**config.mk**
```make
export PLATFORM = sky130hd
export DESIGN_NAME = scalar_kalman_filter_core
export DESIGN_NICKNAME = d
export VERILOG_FILES = /design/src/rtl/skf_pkg.sv /design/src/rtl/skf_div.sv /design/src/rtl/skf_dp.sv /design/src/rtl/skf_ctrl.sv /design/src/rtl/scalar_kalman_filter_core.sv
export SDC_FILE = /design/constraint.sdc
export NUM_CORES = 2
export LEC_CHECK = 0
export BUFFER_PORTS_ARGS = -buffer_cell sky130_fd_sc_hd__buf_2
export CORE_UTILIZATION = 44
export DETAILED_ROUTE_END_ITERATION = 10
export GPL_ROUTABILITY_DRIVEN = 1
export MAX_ROUTING_LAYER = met4
export PLACE_DENSITY_LB_ADDON = 0.05
export SYNTH_ARGS = -nofsm -noshare
export SYNTH_HDL_FRONTEND = slang
export SYNTH_SLANG_ARGS = --single-unit
```
**constraint.sdc**
```tcl
create_clock -name clock -period 10.5 [get_ports clock]
set_input_delay 0 -clock clock [delete_from_list [all_inputs] [get_ports clock]]
set_output_delay 0 -clock clock [all_outputs]
set_load 0.005 [all_outputs]
```
**src/rtl/skf_pkg.sv**
```systemverilog
package skf_pkg;

   localparam int unsigned FIELD_BITS     = 32;
   localparam int unsigned VAR_BITS       = 31;
   localparam int unsigned CSR_INDEX_BITS = 3;
   localparam int unsigned PROG_LEN       = 24;
   localparam int unsigned PC_BITS        = 5;

   typedef logic signed [FIELD_BITS-1:0] word_type;
   typedef logic [VAR_BITS-1:0]          var_type;

   typedef enum logic [CSR_INDEX_BITS-1:0] {
      REG_TRANSITION  = 3'd0,
      REG_OBSERVATION = 3'd1,
      REG_PROC_NOISE  = 3'd2,
      REG_MEAS_NOISE  = 3'd3,
      REG_INIT_EST    = 3'd4,
      REG_INIT_VAR    = 3'd5
   } csr_reg_type;

   typedef enum logic [2:0] {
      OP_NOP       = 3'd0,
      OP_MUL_ISSUE = 3'd1,
      OP_MUL_ROUND = 3'd2,
      OP_ADD       = 3'd3,
      OP_SUB       = 3'd4,
      OP_DIV       = 3'd5
   } op_type;

   typedef enum logic [3:0] {
      SRC_A    = 4'd0,
      SRC_H    = 4'd1,
      SRC_Q    = 4'd2,
      SRC_R    = 4'd3,
      SRC_X    = 4'd4,
      SRC_P    = 4'd5,
      SRC_Z    = 4'd6,
      SRC_T    = 4'd7,
      SRC_X1   = 4'd8,
      SRC_P1   = 4'd9,
      SRC_PH   = 4'd10,
      SRC_GAIN = 4'd11,
      SRC_ONE  = 4'd12
   } src_type;

   typedef enum logic [2:0] {
      DST_NONE = 3'd0,
      DST_T    = 3'd1,
      DST_X1   = 3'd2,
      DST_P1   = 3'd3,
      DST_PH   = 3'd4,
      DST_X    = 3'd5,
      DST_P    = 3'd6
   } dst_type;

   typedef struct packed {
      op_type  op;
      src_type src_a;
      src_type src_b;
      dst_type dst;
   } uop_type;

   typedef struct packed {
      logic    load_z;
      logic    csr_we;
      logic    load_out;
      uop_type uop;
   } cmd_type;

   localparam uop_type NOP_UOP = '{OP_NOP, SRC_T, SRC_T, DST_NONE};
   localparam logic [PC_BITS-1:0] LAST_PC = PC_BITS'(PROG_LEN - 1);

   // Predict, gain, then correct; each multiply is an issue step and a round step.
   function automatic uop_type prog_step(input logic [PC_BITS-1:0] pc);
      uop_type u;
      u = NOP_UOP;
      unique case (pc)
         5'd0:  u = '{OP_MUL_ISSUE, SRC_A,    SRC_X,  DST_NONE};
         5'd1:  u = '{OP_MUL_ROUND, SRC_T,    SRC_T,  DST_X1};
         5'd2:  u = '{OP_MUL_ISSUE, SRC_A,    SRC_A,  DST_NONE};
         5'd3:  u = '{OP_MUL_ROUND, SRC_T,    SRC_T,  DST_T};
         5'd4:  u = '{OP_MUL_ISSUE, SRC_T,    SRC_P,  DST_NONE};
         5'd5:  u = '{OP_MUL_ROUND, SRC_T,    SRC_T,  DST_T};
         5'd6:  u = '{OP_ADD,       SRC_T,    SRC_Q,  DST_P1};
         5'd7:  u = '{OP_MUL_ISSUE, SRC_P1,   SRC_H,  DST_NONE};
         5'd8:  u = '{OP_MUL_ROUND, SRC_T,    SRC_T,  DST_PH};
         5'd9:  u = '{OP_MUL_ISSUE, SRC_PH,   SRC_H,  DST_NONE};
         5'd10: u = '{OP_MUL_ROUND, SRC_T,    SRC_T,  DST_T};
         5'd11: u = '{OP_ADD,       SRC_T,    SRC_R,  DST_T};
         5'd12: u = '{OP_DIV,       SRC_PH,   SRC_T,  DST_NONE};
         5'd13: u = '{OP_MUL_ISSUE, SRC_H,    SRC_X1, DST_NONE};
         5'd14: u = '{OP_MUL_ROUND, SRC_T,    SRC_T,  DST_T};
         5'd15: u = '{OP_SUB,       SRC_Z,    SRC_T,  DST_T};
         5'd16: u = '{OP_MUL_ISSUE, SRC_GAIN, SRC_T,  DST_NONE};
         5'd17: u = '{OP_MUL_ROUND, SRC_T,    SRC_T,  DST_T};
         5'd18: u = '{OP_ADD,       SRC_X1,   SRC_T,  DST_X};
         5'd19: u = '{OP_MUL_ISSUE, SRC_GAIN, SRC_H,  DST_NONE};
         5'd20: u = '{OP_MUL_ROUND, SRC_T,    SRC_T,  DST_T};
         5'd21: u = '{OP_SUB,       SRC_ONE,  SRC_T,  DST_T};
         5'd22: u = '{OP_MUL_ISSUE, SRC_T,    SRC_P1, DST_NONE};
         5'd23: u = '{OP_MUL_ROUND, SRC_T,    SRC_T,  DST_P};
         default: u = NOP_UOP;
      endcase
      return u;
   endfunction

endpackage

```
**src/rtl/skf_div.sv**
```systemverilog
module skf_div
   import skf_pkg::*;
#(
   parameter int unsigned WORD_BITS = 32,
   parameter int unsigned FRAC      = 16
) (
   input  logic     clock,
   input  logic     reset,
   input  logic     start,
   input  word_type num,
   input  word_type den,
   output logic     done,
   output word_type quotient,
   output logic     sat
);

   localparam int unsigned CNT_BITS = $clog2(WORD_BITS);
   localparam longint HI = (longint'(1) <<< (WORD_BITS - 1)) - 1;
   localparam longint LO = -HI - 1;

   typedef enum logic [2:0] {
      D_IDLE = 3'b001,
      D_LOOP = 3'b010,
      D_FIX  = 3'b100
   } div_state_type;

   div_state_type          state_ff, state_in;
   logic [32:0]            rem_ff, rem_in;
   logic [32:0]            dm_ff, dm_in;
   logic [WORD_BITS-1:0]   lo_ff, lo_in;
   logic [WORD_BITS-1:0]   quo_ff, quo_in;
   logic [CNT_BITS-1:0]    cnt_ff, cnt_in;
   logic                   neg_ff, neg_in;
   logic                   zero_ff, zero_in;
   logic                   ovf_ff, ovf_in;

   longint      num_l, den_l, num_mag, den_mag, dividend, upper, q_mag, q_signed, q_final;
   logic [33:0] trial, diff;
   logic        fits;

   always_comb begin
      num_l    = longint'(num);
      den_l    = longint'(den);
      num_mag  = (num_l < 0) ? -num_l : num_l;
      den_mag  = (den_l < 0) ? -den_l : den_l;
      dividend = num_mag <<< FRAC;
      upper    = dividend >>> WORD_BITS;

      trial = {rem_ff, lo_ff[WORD_BITS-1]};
      diff  = trial - {1'b0, dm_ff};
      fits  = trial >= {1'b0, dm_ff};

      q_mag    = longint'(quo_ff);
      q_signed = neg_ff ? -q_mag : q_mag;

      state_in = state_ff;
      rem_in   = rem_ff;
      dm_in    = dm_ff;
      lo_in    = lo_ff;
      quo_in   = quo_ff;
      cnt_in   = cnt_ff;
      neg_in   = neg_ff;
      zero_in  = zero_ff;
      ovf_in   = ovf_ff;

      unique case (state_ff)
         D_IDLE: begin
            if (start) begin
               dm_in   = den_mag[32:0];
               rem_in  = upper[32:0];
               lo_in   = dividend[WORD_BITS-1:0];
               quo_in  = '0;
               cnt_in  = CNT_BITS'(WORD_BITS - 1);
               neg_in  = num[FIELD_BITS-1] ^ den[FIELD_BITS-1];
               zero_in = (den_l == 0);
               ovf_in  = (upper >= den_mag);
               state_in = ((den_l == 0) || (upper >= den_mag)) ? D_FIX : D_LOOP;
            end
         end
         D_LOOP: begin
            rem_in = fits ? diff[32:0] : trial[32:0];
            quo_in = {quo_ff[WORD_BITS-2:0], fits};
            lo_in  = lo_ff << 1;
            cnt_in = cnt_ff - 1'b1;
            if (cnt_ff == '0) begin
               state_in = D_FIX;
            end
         end
         D_FIX: begin
            state_in = D_IDLE;
         end
         default: state_in = D_IDLE;
      endcase

      if (zero_ff) begin
         q_final = 0;
         sat     = 1'b1;
      end else if (ovf_ff) begin
         q_final = neg_ff ? LO : HI;
         sat     = 1'b1;
      end else if (q_signed > HI) begin
         q_final = HI;
         sat     = 1'b1;
      end else if (q_signed < LO) begin
         q_final = LO;
         sat     = 1'b1;
      end else begin
         q_final = q_signed;
         sat     = 1'b0;
      end
      quotient = $signed(q_final[FIELD_BITS-1:0]);
      done     = (state_ff == D_FIX);
   end

   always_ff @(posedge clock) begin
      if (reset) begin
         state_ff <= D_IDLE;
      end else begin
         state_ff <= state_in;
      end
   end

   always_ff @(posedge clock) begin
      rem_ff  <= rem_in;
      dm_ff   <= dm_in;
      lo_ff   <= lo_in;
      quo_ff  <= quo_in;
      cnt_ff  <= cnt_in;
      neg_ff  <= neg_in;
      zero_ff <= zero_in;
      ovf_ff  <= ovf_in;
   end

endmodule

```
**src/rtl/skf_dp.sv**
```systemverilog
module skf_dp
   import skf_pkg::*;
#(
   parameter int unsigned WORD_BITS = 32,
   parameter int unsigned FRAC      = 16
) (
   input  logic                      clock,
   input  logic                      reset,
   input  cmd_type                   cmd,
   input  logic [CSR_INDEX_BITS-1:0] csr_index,
   input  word_type                  csr_data,
   input  word_type                  req_measurement,
   output logic                      div_done,
   output word_type                  rsp_estimate,
   output word_type                  rsp_kalman_gain,
   output logic                      rsp_overflow_flag
);

   localparam longint HI       = (longint'(1) <<< (WORD_BITS - 1)) - 1;
   localparam longint LO       = -HI - 1;
   localparam longint ONE_L    = longint'(1) <<< FRAC;
   localparam longint RND_HALF = longint'(1) <<< (FRAC - 1);
   localparam longint VMAX     = 64'h7FFF_FFFF;
   localparam longint A_L      = (ONE_L > VMAX) ? VMAX : ONE_L;
   localparam longint Q_L      = (200 * ONE_L > VMAX) ? VMAX : 200 * ONE_L;
   localparam longint R_L      = (500 * ONE_L > VMAX) ? VMAX : 500 * ONE_L;
   localparam longint P_L      = (A_L > HI) ? HI : A_L;

   localparam word_type ONE_WORD = 32'(ONE_L);
   localparam word_type A_RST    = 32'(A_L);
   localparam var_type  Q_RST    = 31'(Q_L);
   localparam var_type  R_RST    = 31'(R_L);
   localparam word_type P_RST    = 32'(P_L);

   word_type a_ff, a_in, h_ff, h_in;
   var_type  q_ff, q_in, r_ff, r_in;
   word_type x_ff, x_in, p_ff, p_in;
   word_type z_ff, z_in, t_ff, t_in, x1_ff, x1_in, p1_ff, p1_in;
   word_type ph_ff, ph_in, gain_ff, gain_in;
   logic signed [63:0] prod_ff, prod_in;
   logic     flag_ff, flag_in;
   word_type est_out_ff, est_out_in, gain_out_ff, gain_out_in;
   logic     flag_out_ff, flag_out_in;

   word_type opa, opb, alu_res, div_q;
   longint   alu_pre, rnd, csr_x, csr_p;
   logic     alu_we, alu_ovf, div_start, div_sat;

   function automatic logic over_range(input longint v);
      return (v > HI) || (v < LO);
   endfunction

   function automatic word_type sat_word(input longint v);
      longint c;
      c = v;
      if (v > HI) begin
         c = HI;
      end else if (v < LO) begin
         c = LO;
      end
      return $signed(c[FIELD_BITS-1:0]);
   endfunction

   function automatic word_type operand(input src_type s);
      word_type v;
      case (s)
         SRC_A:    v = a_ff;
         SRC_H:    v = h_ff;
         SRC_Q:    v = $signed({1'b0, q_ff});
         SRC_R:    v = $signed({1'b0, r_ff});
         SRC_X:    v = x_ff;
         SRC_P:    v = p_ff;
         SRC_Z:    v = z_ff;
         SRC_X1:   v = x1_ff;
         SRC_P1:   v = p1_ff;
         SRC_PH:   v = ph_ff;
         SRC_GAIN: v = gain_ff;
         SRC_ONE:  v = ONE_WORD;
         default:  v = t_ff;
      endcase
      return v;
   endfunction

   assign div_start = (cmd.uop.op == OP_DIV);

   skf_div #(
      .WORD_BITS (WORD_BITS),
      .FRAC      (FRAC)
   ) u_div (
      .clock    (clock),
      .reset    (reset),
      .start    (div_start),
      .num      (ph_ff),
      .den      (t_ff),
      .done     (div_done),
      .quotient (div_q),
      .sat      (div_sat)
   );

   always_comb begin
      opa = operand(cmd.uop.src_a);
      opb = operand(cmd.uop.src_b);
      rnd = prod_ff + RND_HALF;
      case (cmd.uop.op)
         OP_MUL_ROUND: alu_pre = rnd >>> FRAC;
         OP_SUB:       alu_pre = longint'(opa) - longint'(opb);
         default:      alu_pre = longint'(opa) + longint'(opb);
      endcase
      alu_res = sat_word(alu_pre);
      alu_ovf = over_range(alu_pre);
      alu_we  = (cmd.uop.op == OP_MUL_ROUND) || (cmd.uop.op == OP_ADD) ||
                (cmd.uop.op == OP_SUB);
      csr_x   = longint'(csr_data);
      csr_p   = longint'({1'b0, csr_data[VAR_BITS-1:0]});

      a_in        = a_ff;
      h_in        = h_ff;
      q_in        = q_ff;
      r_in        = r_ff;
      x_in        = x_ff;
      p_in        = p_ff;
      z_in        = z_ff;
      t_in        = t_ff;
      x1_in       = x1_ff;
      p1_in       = p1_ff;
      ph_in       = ph_ff;
      gain_in     = gain_ff;
      prod_in     = prod_ff;
      flag_in     = flag_ff;
      est_out_in  = est_out_ff;
      gain_out_in = gain_out_ff;
      flag_out_in = flag_out_ff;

      if (cmd.csr_we) begin
         unique case (csr_index)
            REG_TRANSITION:  a_in = csr_data;
            REG_OBSERVATION: h_in = csr_data;
            REG_PROC_NOISE:  q_in = csr_data[VAR_BITS-1:0];
            REG_MEAS_NOISE:  r_in = csr_data[VAR_BITS-1:0];
            REG_INIT_EST:    x_in = sat_word(csr_x);
            REG_INIT_VAR:    p_in = sat_word(csr_p);
            default: ;
         endcase
      end

      if (cmd.uop.op == OP_MUL_ISSUE) begin
         prod_in = longint'(opa) * longint'(opb);
      end

      if (alu_we) begin
         flag_in = flag_ff | alu_ovf;
         case (cmd.uop.dst)
            DST_T:  t_in  = alu_res;
            DST_X1: x1_in = alu_res;
            DST_P1: p1_in = alu_res;
            DST_PH: ph_in = alu_res;
            DST_X:  x_in  = alu_res;
            DST_P:  p_in  = alu_res;
            default: ;
         endcase
      end

      if (div_done) begin
         gain_in = div_q;
         flag_in = flag_ff | div_sat;
      end

      if (cmd.load_z) begin
         z_in    = req_measurement;
         flag_in = 1'b0;
      end

      if (cmd.load_out) begin
         est_out_in  = x_ff;
         gain_out_in = gain_ff;
         flag_out_in = flag_ff;
      end
   end

   always_ff @(posedge clock) begin
      if (reset) begin
         a_ff <= A_RST;
         h_ff <= A_RST;
         q_ff <= Q_RST;
         r_ff <= R_RST;
         x_ff <= '0;
         p_ff <= P_RST;
      end else begin
         a_ff <= a_in;
         h_ff <= h_in;
         q_ff <= q_in;
         r_ff <= r_in;
         x_ff <= x_in;
         p_ff <= p_in;
      end
   end

   always_ff @(posedge clock) begin
      z_ff        <= z_in;
      t_ff        <= t_in;
      x1_ff       <= x1_in;
      p1_ff       <= p1_in;
      ph_ff       <= ph_in;
      gain_ff     <= gain_in;
      prod_ff     <= prod_in;
      flag_ff     <= flag_in;
      est_out_ff  <= est_out_in;
      gain_out_ff <= gain_out_in;
      flag_out_ff <= flag_out_in;
   end

   assign rsp_estimate      = est_out_ff;
   assign rsp_kalman_gain   = gain_out_ff;
   assign rsp_overflow_flag = flag_out_ff;

endmodule

```
**src/rtl/skf_ctrl.sv**
```systemverilog
module skf_ctrl
   import skf_pkg::*;
(
   input  logic    clock,
   input  logic    reset,
   input  logic    req_valid,
   output logic    req_ready,
   input  logic    csr_valid,
   output logic    csr_ready,
   output logic    rsp_valid,
   input  logic    rsp_ready,
   input  logic    div_done,
   output cmd_type cmd
);

   typedef enum logic [3:0] {
      ST_IDLE = 4'b0001,
      ST_RUN  = 4'b0010,
      ST_DIV  = 4'b0100,
      ST_DONE = 4'b1000
   } ctrl_state_type;

   ctrl_state_type     state_ff, state_in;
   logic [PC_BITS-1:0] pc_ff, pc_in;
   logic               rsp_valid_ff, rsp_valid_in;

   always_comb begin
      state_in     = state_ff;
      pc_in        = pc_ff;
      rsp_valid_in = rsp_valid_ff && !rsp_ready;
      cmd.load_z   = 1'b0;
      cmd.csr_we   = 1'b0;
      cmd.load_out = 1'b0;
      cmd.uop      = NOP_UOP;

      unique case (state_ff)
         ST_IDLE: begin
            cmd.csr_we = csr_valid;
            if (req_valid) begin
               cmd.load_z = 1'b1;
               pc_in      = '0;
               state_in   = ST_RUN;
            end
         end
         ST_RUN: begin
            cmd.uop = prog_step(pc_ff);
            if (cmd.uop.op == OP_DIV) begin
               state_in = ST_DIV;
            end else if (pc_ff == LAST_PC) begin
               state_in = ST_DONE;
            end else begin
               pc_in = pc_ff + 1'b1;
            end
         end
         ST_DIV: begin
            if (div_done) begin
               pc_in    = pc_ff + 1'b1;
               state_in = ST_RUN;
            end
         end
         ST_DONE: begin
            if (!rsp_valid_ff || rsp_ready) begin
               cmd.load_out = 1'b1;
               rsp_valid_in = 1'b1;
               state_in     = ST_IDLE;
            end
         end
         default: state_in = ST_IDLE;
      endcase
   end

   always_ff @(posedge clock) begin
      if (reset) begin
         state_ff     <= ST_IDLE;
         pc_ff        <= '0;
         rsp_valid_ff <= 1'b0;
      end else begin
         state_ff     <= state_in;
         pc_ff        <= pc_in;
         rsp_valid_ff <= rsp_valid_in;
      end
   end

   assign req_ready = (state_ff == ST_IDLE);
   assign csr_ready = (state_ff == ST_IDLE);
   assign rsp_valid = rsp_valid_ff;

endmodule

```
**src/rtl/scalar_kalman_filter_core.sv**
```systemverilog
// A new request is accepted only in idle, after the previous one has loaded its response.
// The multiplier is shared by every multiply of the program, and the divider, which produces
// one quotient bit per cycle, skips its loop when the denominator is zero or the quotient
// overflows W bits, W = min(DATA_WIDTH, 32).
// Reset is synchronous and active high; it restores the CSR registers and the filter state
// to their default values and drops rsp_valid.
module scalar_kalman_filter_core
   import skf_pkg::*;
#(
   parameter int unsigned DATA_WIDTH = 32,
   parameter int unsigned FRAC_BITS  = 16
) (
   input  logic                      clock,
   input  logic                      reset,
   input  logic                      req_valid,
   output logic                      req_ready,
   input  word_type                  req_measurement,
   output logic                      rsp_valid,
   input  logic                      rsp_ready,
   output word_type                  rsp_estimate,
   output word_type                  rsp_kalman_gain,
   output logic                      rsp_overflow_flag,
   input  logic                      csr_valid,
   output logic                      csr_ready,
   input  logic [CSR_INDEX_BITS-1:0] csr_index,
   input  word_type                  csr_data
);

   localparam int unsigned WORD_BITS = (DATA_WIDTH > 32) ? 32 : DATA_WIDTH;
   localparam int unsigned FRAC      = (FRAC_BITS > 30) ? 30 :
                                       ((FRAC_BITS < 1) ? 1 : FRAC_BITS);

   cmd_type cmd;
   logic    div_done;

   skf_ctrl u_ctrl (
      .clock     (clock),
      .reset     (reset),
      .req_valid (req_valid),
      .req_ready (req_ready),
      .csr_valid (csr_valid),
      .csr_ready (csr_ready),
      .rsp_valid (rsp_valid),
      .rsp_ready (rsp_ready),
      .div_done  (div_done),
      .cmd       (cmd)
   );

   skf_dp #(
      .WORD_BITS (WORD_BITS),
      .FRAC      (FRAC)
   ) u_dp (
      .clock             (clock),
      .reset             (reset),
      .cmd               (cmd),
      .csr_index         (csr_index),
      .csr_data          (csr_data),
      .req_measurement   (req_measurement),
      .div_done          (div_done),
      .rsp_estimate      (rsp_estimate),
      .rsp_kalman_gain   (rsp_kalman_gain),
      .rsp_overflow_flag (rsp_overflow_flag)
   );

endmodule

```
# [Word-level counts from Yosys, hierarchy flattened]
# Memories as Yosys holds them, arrays and structs flattened. A register that Yosys moved wholly into a read port is not among the register bits.
# Index checks and enable logic that the tools add are counted.
[word_totals] ff_bits=663 latchBits=0 ram_bits=0 romBits=448 input_bits=72 output_inout_bits=68 elab_cells=199 n_memories=1
[mem_list] memory="(no name shown)" depth=32 width=14 read_ports=1 rd_clocked_by_memory_dff=1 wr=0 line="skf_pkg.sv:77" text="unique case (pc)"
[classes] n_addsub=9 mul=1 div_mod_pow=0 order_cmp=10 n_eq_ne=55 n_shift=0 mux=62 n_bitwise=3 n_reduce_logical=29
[ops] operator="$pmux W32 S12" count=2
[ops] operator="$mux W32" count=18
[ops] operator="$gt A64 B32 Y1 const B" count=2
[ops] operator="$lt A64 B32 Y1 const B" count=2
[ops] operator="$mux W64" count=2
[ops] operator="$neg A32 Y64" count=2
[ops] operator="$pmux W32 S2" count=2
[ops] operator="$pmux W64 S2" count=1
[ops] operator="$mux W33" count=2
[ops] operator="$pmux W33 S2" count=1
[ops] operator="$add A64 B17 Y64 const B" count=1
[ops] operator="$ge A32 B64 Y1" count=1
[ops] operator="$logic_not A64 Y1" count=1
[ops] operator="$lt A32 B1 Y1 const B" count=2
[ops] operator="$mul A32 B32 Y64" count=1
[ops] operator="$mux W48" count=1
[ops] operator="$neg A32 Y48" count=1
[ops] operator="$eq A4 B4 Y1 const B" count=11
[ops] operator="$mux W5" count=7
[ops] operator="$ge A34 B33 Y1" count=1
[ops] operator="$add A32 B32 Y33" count=1
[ops] operator="$sub A32 B32 Y33" count=1
[ops] operator="$sub A33 B33 Y33" count=1
[ops] operator="$gt A32 B32 Y1 const B" count=1
[ops] operator="other kinds (35)" count=104

# [Longest topological paths before layout]
[depth] depth_word=12 ltp_mapped=42 depth_no_buf=37

# [Cells and area by module]
# From an unflattened synthesis, not the netlist that was laid out.
[unflattened] hier_cells=8057 hier_area_um2=73536.8
[by_module_without_submodules] module="skf_dp" instances=1 cells_per_inst=6767 area_per_inst_um2=61711.7 seq_area_each_um2=13012.5
[by_module_without_submodules] module="skf_div" instances=1 cells_per_inst=1087 area_per_inst_um2=10075.9 seq_area_each_um2=3723.6
[by_module_without_submodules] module="skf_ctrl" instances=1 cells_per_inst=203 area_per_inst_um2=1749.2 seq_area_each_um2=480.5

# [Least setup slack after synthesis]
# Ideal clock, no wire load.
[synth_timing] path_kind="reg2reg" start="reg u_ctrl.state_ff[2]" end="reg u_dp.prod_ff[63], data pin" setup_ps=268 arrival_ps=10115 required_ps=10232 slack_ps=117 stages_incl_launch_ff=42 n_path_buf=7 synth_period_minus_slack_ps=10383 cell_sequence="dfxtp_1 -> buf_2 -> nor4b_4 -> clkbuf_1 -> nand2_1 -> nor2_1 -> clkbuf_1 -> buf_1 -> a22oi_1 -> nand2_1 -> a21oi_1 -> nand3_1 -> clkbuf_1 -> clkbuf_1 -> ha_1 -> inv_1 -> fa_1 -> inv_1 -> [... 6 more ...] -> fa_1 -> fa_1 -> inv_1 -> fa_1 -> inv_1 -> ha_1 -> clkbuf_1 -> and3_1 -> nor4b_1 -> inv_1 -> nor4_1 -> inv_1 -> o31a_1 -> nor4_4 -> o21ai_2 -> a31oi_4 -> mux2i_1 -> nor4b_2"
[synth_between] elab_chain_cells=5 elab_cells_between_ends=29 classes_between="mul (1); eq/ne (23); mux (3); reduce/logical (2)"
[synth_lines] item="from (decl)" line="skf_ctrl.sv:23" text="ctrl_state_type state_ff, state_in;"
[synth_lines] item="from (signal assigned)" line="skf_ctrl.sv:78" text="state_ff <= state_in;"
[synth_lines] item="$eq A4 B2 Y1 *" line="skf_ctrl.sv:36" text="unique case (state_ff)"
[synth_lines] item="$mux W14 *" line="skf_ctrl.sv:36"
[synth_lines] item="$eq A4 B4 Y1, or another cell as far along" line="skf_dp.sv:66" text="case (s)"
[synth_lines] item="$pmux W32 S12" line="skf_dp.sv:66"
[synth_lines] item="$mul A32 B32 Y64 *" line="skf_dp.sv:147" text="prod_in = longint'(opa) * longint'(opb);"
[synth_lines] item="to (signal assigned)" line="skf_dp.sv:205" text="prod_ff <= prod_in;"
[synth_lines] item="to (decl)" line="skf_dp.sv:40" text="logic signed [63:0] prod_ff, prod_in;"
# Mark *: on every way between the ends. The rest lies on a longest branch, timed or not.
# A chain may end at the register's enable or synchronous reset.

# [Worst setup path in the final report]
[layout_timing] start="reg u_ctrl.state_ff[3]" end="reg u_dp.prod_ff[51], data pin"
# Same word-level chain as after synthesis.

==> key figures <==
Clock network
  – Worst skew pair latency: 0.68 ns
  – Largest buffer count on any clock path: 3
  – CTS clk-pin slew, worst paths: 0.06 ns
  – CTS sink cnt: about 650
  – H-tree depth: 3
  – Total CTS buffers: approximately 70
  – Root Buffer: clkbuf_16
  – CTS tree: done

STA
  – Hold Vio Cnt, Final: 0
  – Worst slew pin tran: around 1.2 ns
  – Post-layout minimum cycle time: around 10 ns
  – Final Cycle Share: 0.975
  – Final setup viols: 0
  – Slew Limit Headroom: 0.190
  – Fmax: around 100 MHz
  – Max Slew Vio Count: 0
  – Clock Skew: around 0.032 ns

Die
  – Row count: around 150
  – Io pins: 140
  – Die ar.: 166000 um2
  – Starting Density: 0.444
  – Core Region: 163000 um2
  – Die X: approximately 410 um
  – Chip height: slightly above 400 um

Setup path
  – Startpoint types: register
  – Slowest cell on the critical path: fa_1
  – Crit-path max cell delay: 0.56 ns
  – CP required: between 10 and 15 ns
  – Critical setup path kind: register to register
  – CP bufs+invs: 15
  – CP Data Arrival Time: 10.67 ns
  – Crit-path max FO: 17
  – Kind of end point of the critical path: register
  – Top delay family on crit path: adder cells
  – Crit-path most repeated cell: fa_1

Place
  – GPL Wtd Cong: around 1.0
  – Placed instance area: slightly above 80000 um2
  – Port bufs: approximately 140
  – DP HPWL: roughly 240000 um

Synthesis
  – FF+latch count, synth: roughly 650
  – Post-Syn Area: 72500 um2
  – Top cell type's share of synthesized area: 0.299
  – Sequential share of the synthesized area: 0.237
  – Most used flip-flop cell after synthesis: edfxtp_1
  – Post-synth EDFFs: ~430
  – Yosys Warn Count: 0
  – Gate Count Post-Synth: about 7900
  – Syn avg cell area: about 9.2 um2
  – Post-synthesis cell type count: 99
  – Synth top area cells: fa_1 30%, edfxtp_1 18%, inv_1 6.9%, ha_1 6.1%, dfxtp_1 6.0%
  – Async S/R FF share, synth: 0
  – Synth area leader: fa_1

Layout
  – Area growth syn-to-layout: 15.9%
  – Final nets: between 9000 and 10000
  – Most frequent cells in the layout: 1329 x inv_1, 1131 x nand2_1, 1082 x fa_1, 696 x nor2_1, 512 x buf_4
  – Commonest non-fill, non-tap cell in the layout: inv_1
  – Share of cells above drive strength 1: 0.119
  – Design Area, Final: approximately 84000 um2

Routing
  – Via/cell ratio: 5.81
  – Vias: a little over 60000
  – Detailed-router iteration count before antenna repair: 11
  – WL/cell: ~29 um
  – First DRT Iteration DRCs: ~7000
  – DRC viols: 3
  – WL final: 310000 um
  – Antenna-violating nets left: 0

Outcome
  – Outcome: complete, but fails checks
  – Failing checks: design-rule violations

Global route
  – Pin count of the biggest net entering global routing: 73
  – Grt ovf: 0
  – Vias in the first global route: 62200
  – First-pass GRT wire length: about 440000 um
  – Antenna violations before repair: 18
  – GRT Util Overall: 0.381

Run
  – Number of max-cap violations: 0

Worst hold path
  – Hold Path Class: input pin to register
## final cells by class
cell class              instances  area [um2]
clock buffers                  97        2000
multi-input cells            5552       49300
fillers                     15500       79100
well taps                    2175        2720
clock inverters                30         378
repair buffers                825        7260
flip-flops and latches        646       17200
inverters                    1350        5080
diodes                         16        40.0
## sequential cells by signal (all words and copies together), names as in the netlist, 16 cells and up, named ones only
name,cells
u_dp.u_div.quo_ff,32
u_dp.r_ff,31
u_dp.prod_ff,49
u_dp.p_ff,32
u_dp.p1_ff,32
u_dp.u_div.rem_ff,33
u_dp.x_ff,32
u_dp.z_ff,32
u_dp.ph_ff,32
u_dp.a_ff,32
u_dp.x1_ff,32
u_dp.rsp_kalman_gain,32
u_dp.u_div.lo_ff,16
u_dp.h_ff,32
u_dp.rsp_estimate,32
u_dp.gain_ff,32
u_dp.u_div.dm_ff,33
u_dp.q_ff,31
u_dp.t_ff,32
## layer usage
| layer | global-route usage | up-vias | routed length (um) |
|---|---|---|---|
| li1 | - | 26800 | - |
| met1 | 0.518 | 31600 | 130000 |
| met2 | 0.560 | 3162 | 135000 |
| met3 | 0.0708 | 588 | 29100 |
| met4 | 0.157 | 0 | 15800 |
| met5 | - | - | 0 |
## metrics by stage
stage,hold slack (ns),setup TNS (ns),util,instances,worst slack [ns]
2_1_floorplan,0.0989,0,-,7982,0.117
3_3_place_gp,0.179,-0.0393,0.493,10500,-0.0210
3_5_place_dp,0.178,-0.333,0.493,10500,-0.119
4_1_cts,0.0236,0,0.512,10700,0.00109
5_1_grt,0.0298,-0.175,0.515,10700,-0.0575
6_report,0.0432,0,0.515,10700,0.261
## cell usage after synthesis, types with 43 or more instances
cell type and instances:
a21oi_1 325, o21ai_0 187, nor3_1 58, dfxtp_1 218, a221oi_1 95, a21o_1 92
nand2b_1 43, mux2i_1 88, inv_1 1336, xnor2_1 118, nand4_1 66, xor2_1 104
edfxtp_1 428, clkbuf_1 375, nand3_1 73, nand2_1 1136, and2_1 59, fa_1 1084
a22oi_1 152, a222oi_1 63, nor2_1 723, and3_1 49, ha_1 355
## path summary, 6_finish.rpt
kind | start | cells past startpoint | end | slack, ns
hold reg to reg | u_dp.flag_ff | 0 | u_dp.rsp_overflow_flag | 0.47
setup reg to reg | u_ctrl.state_ff[3] | 42 | u_dp.prod_ff[51] | 0.26
setup / recovery | u_ctrl.state_ff[3] | 42 | u_dp.prod_ff[51] | 0.26
hold / removal | req_measurement[8] | 2 | u_dp.z_ff[8] | 0.04
## timing repair
action,CTS,global route
setup endpoints to repair,9,23
pin swaps,1,14
cloned,0,2
hold buffers,68,0
setup buffers,2,21
resized for setup,2,59
hold endpoints to repair,229,0
## cells by family (layout without fill, tap and decap cells)
kind of cell | after synthesis | in the layout | share of synthesized area
xor gates and xnor gates | 222 | 222 | 0.0268
and+or+nand+nor | 2428 | 2428 | 0.147
DFF | 646 | 646 | 0.237
muxes | 94 | 94 | 0.0131
AOI/OAI and AO/OA | 1286 | 1286 | 0.122
adders and majority gates | 1441 | 1441 | 0.361
other | 2 | 97 | 0.000104
buffers and inverters | 1784 | 2302 | 0.0929
Power is not shown: default switching activity piles up to over one toggle a cycle in this logic, so the estimate is an artifact.
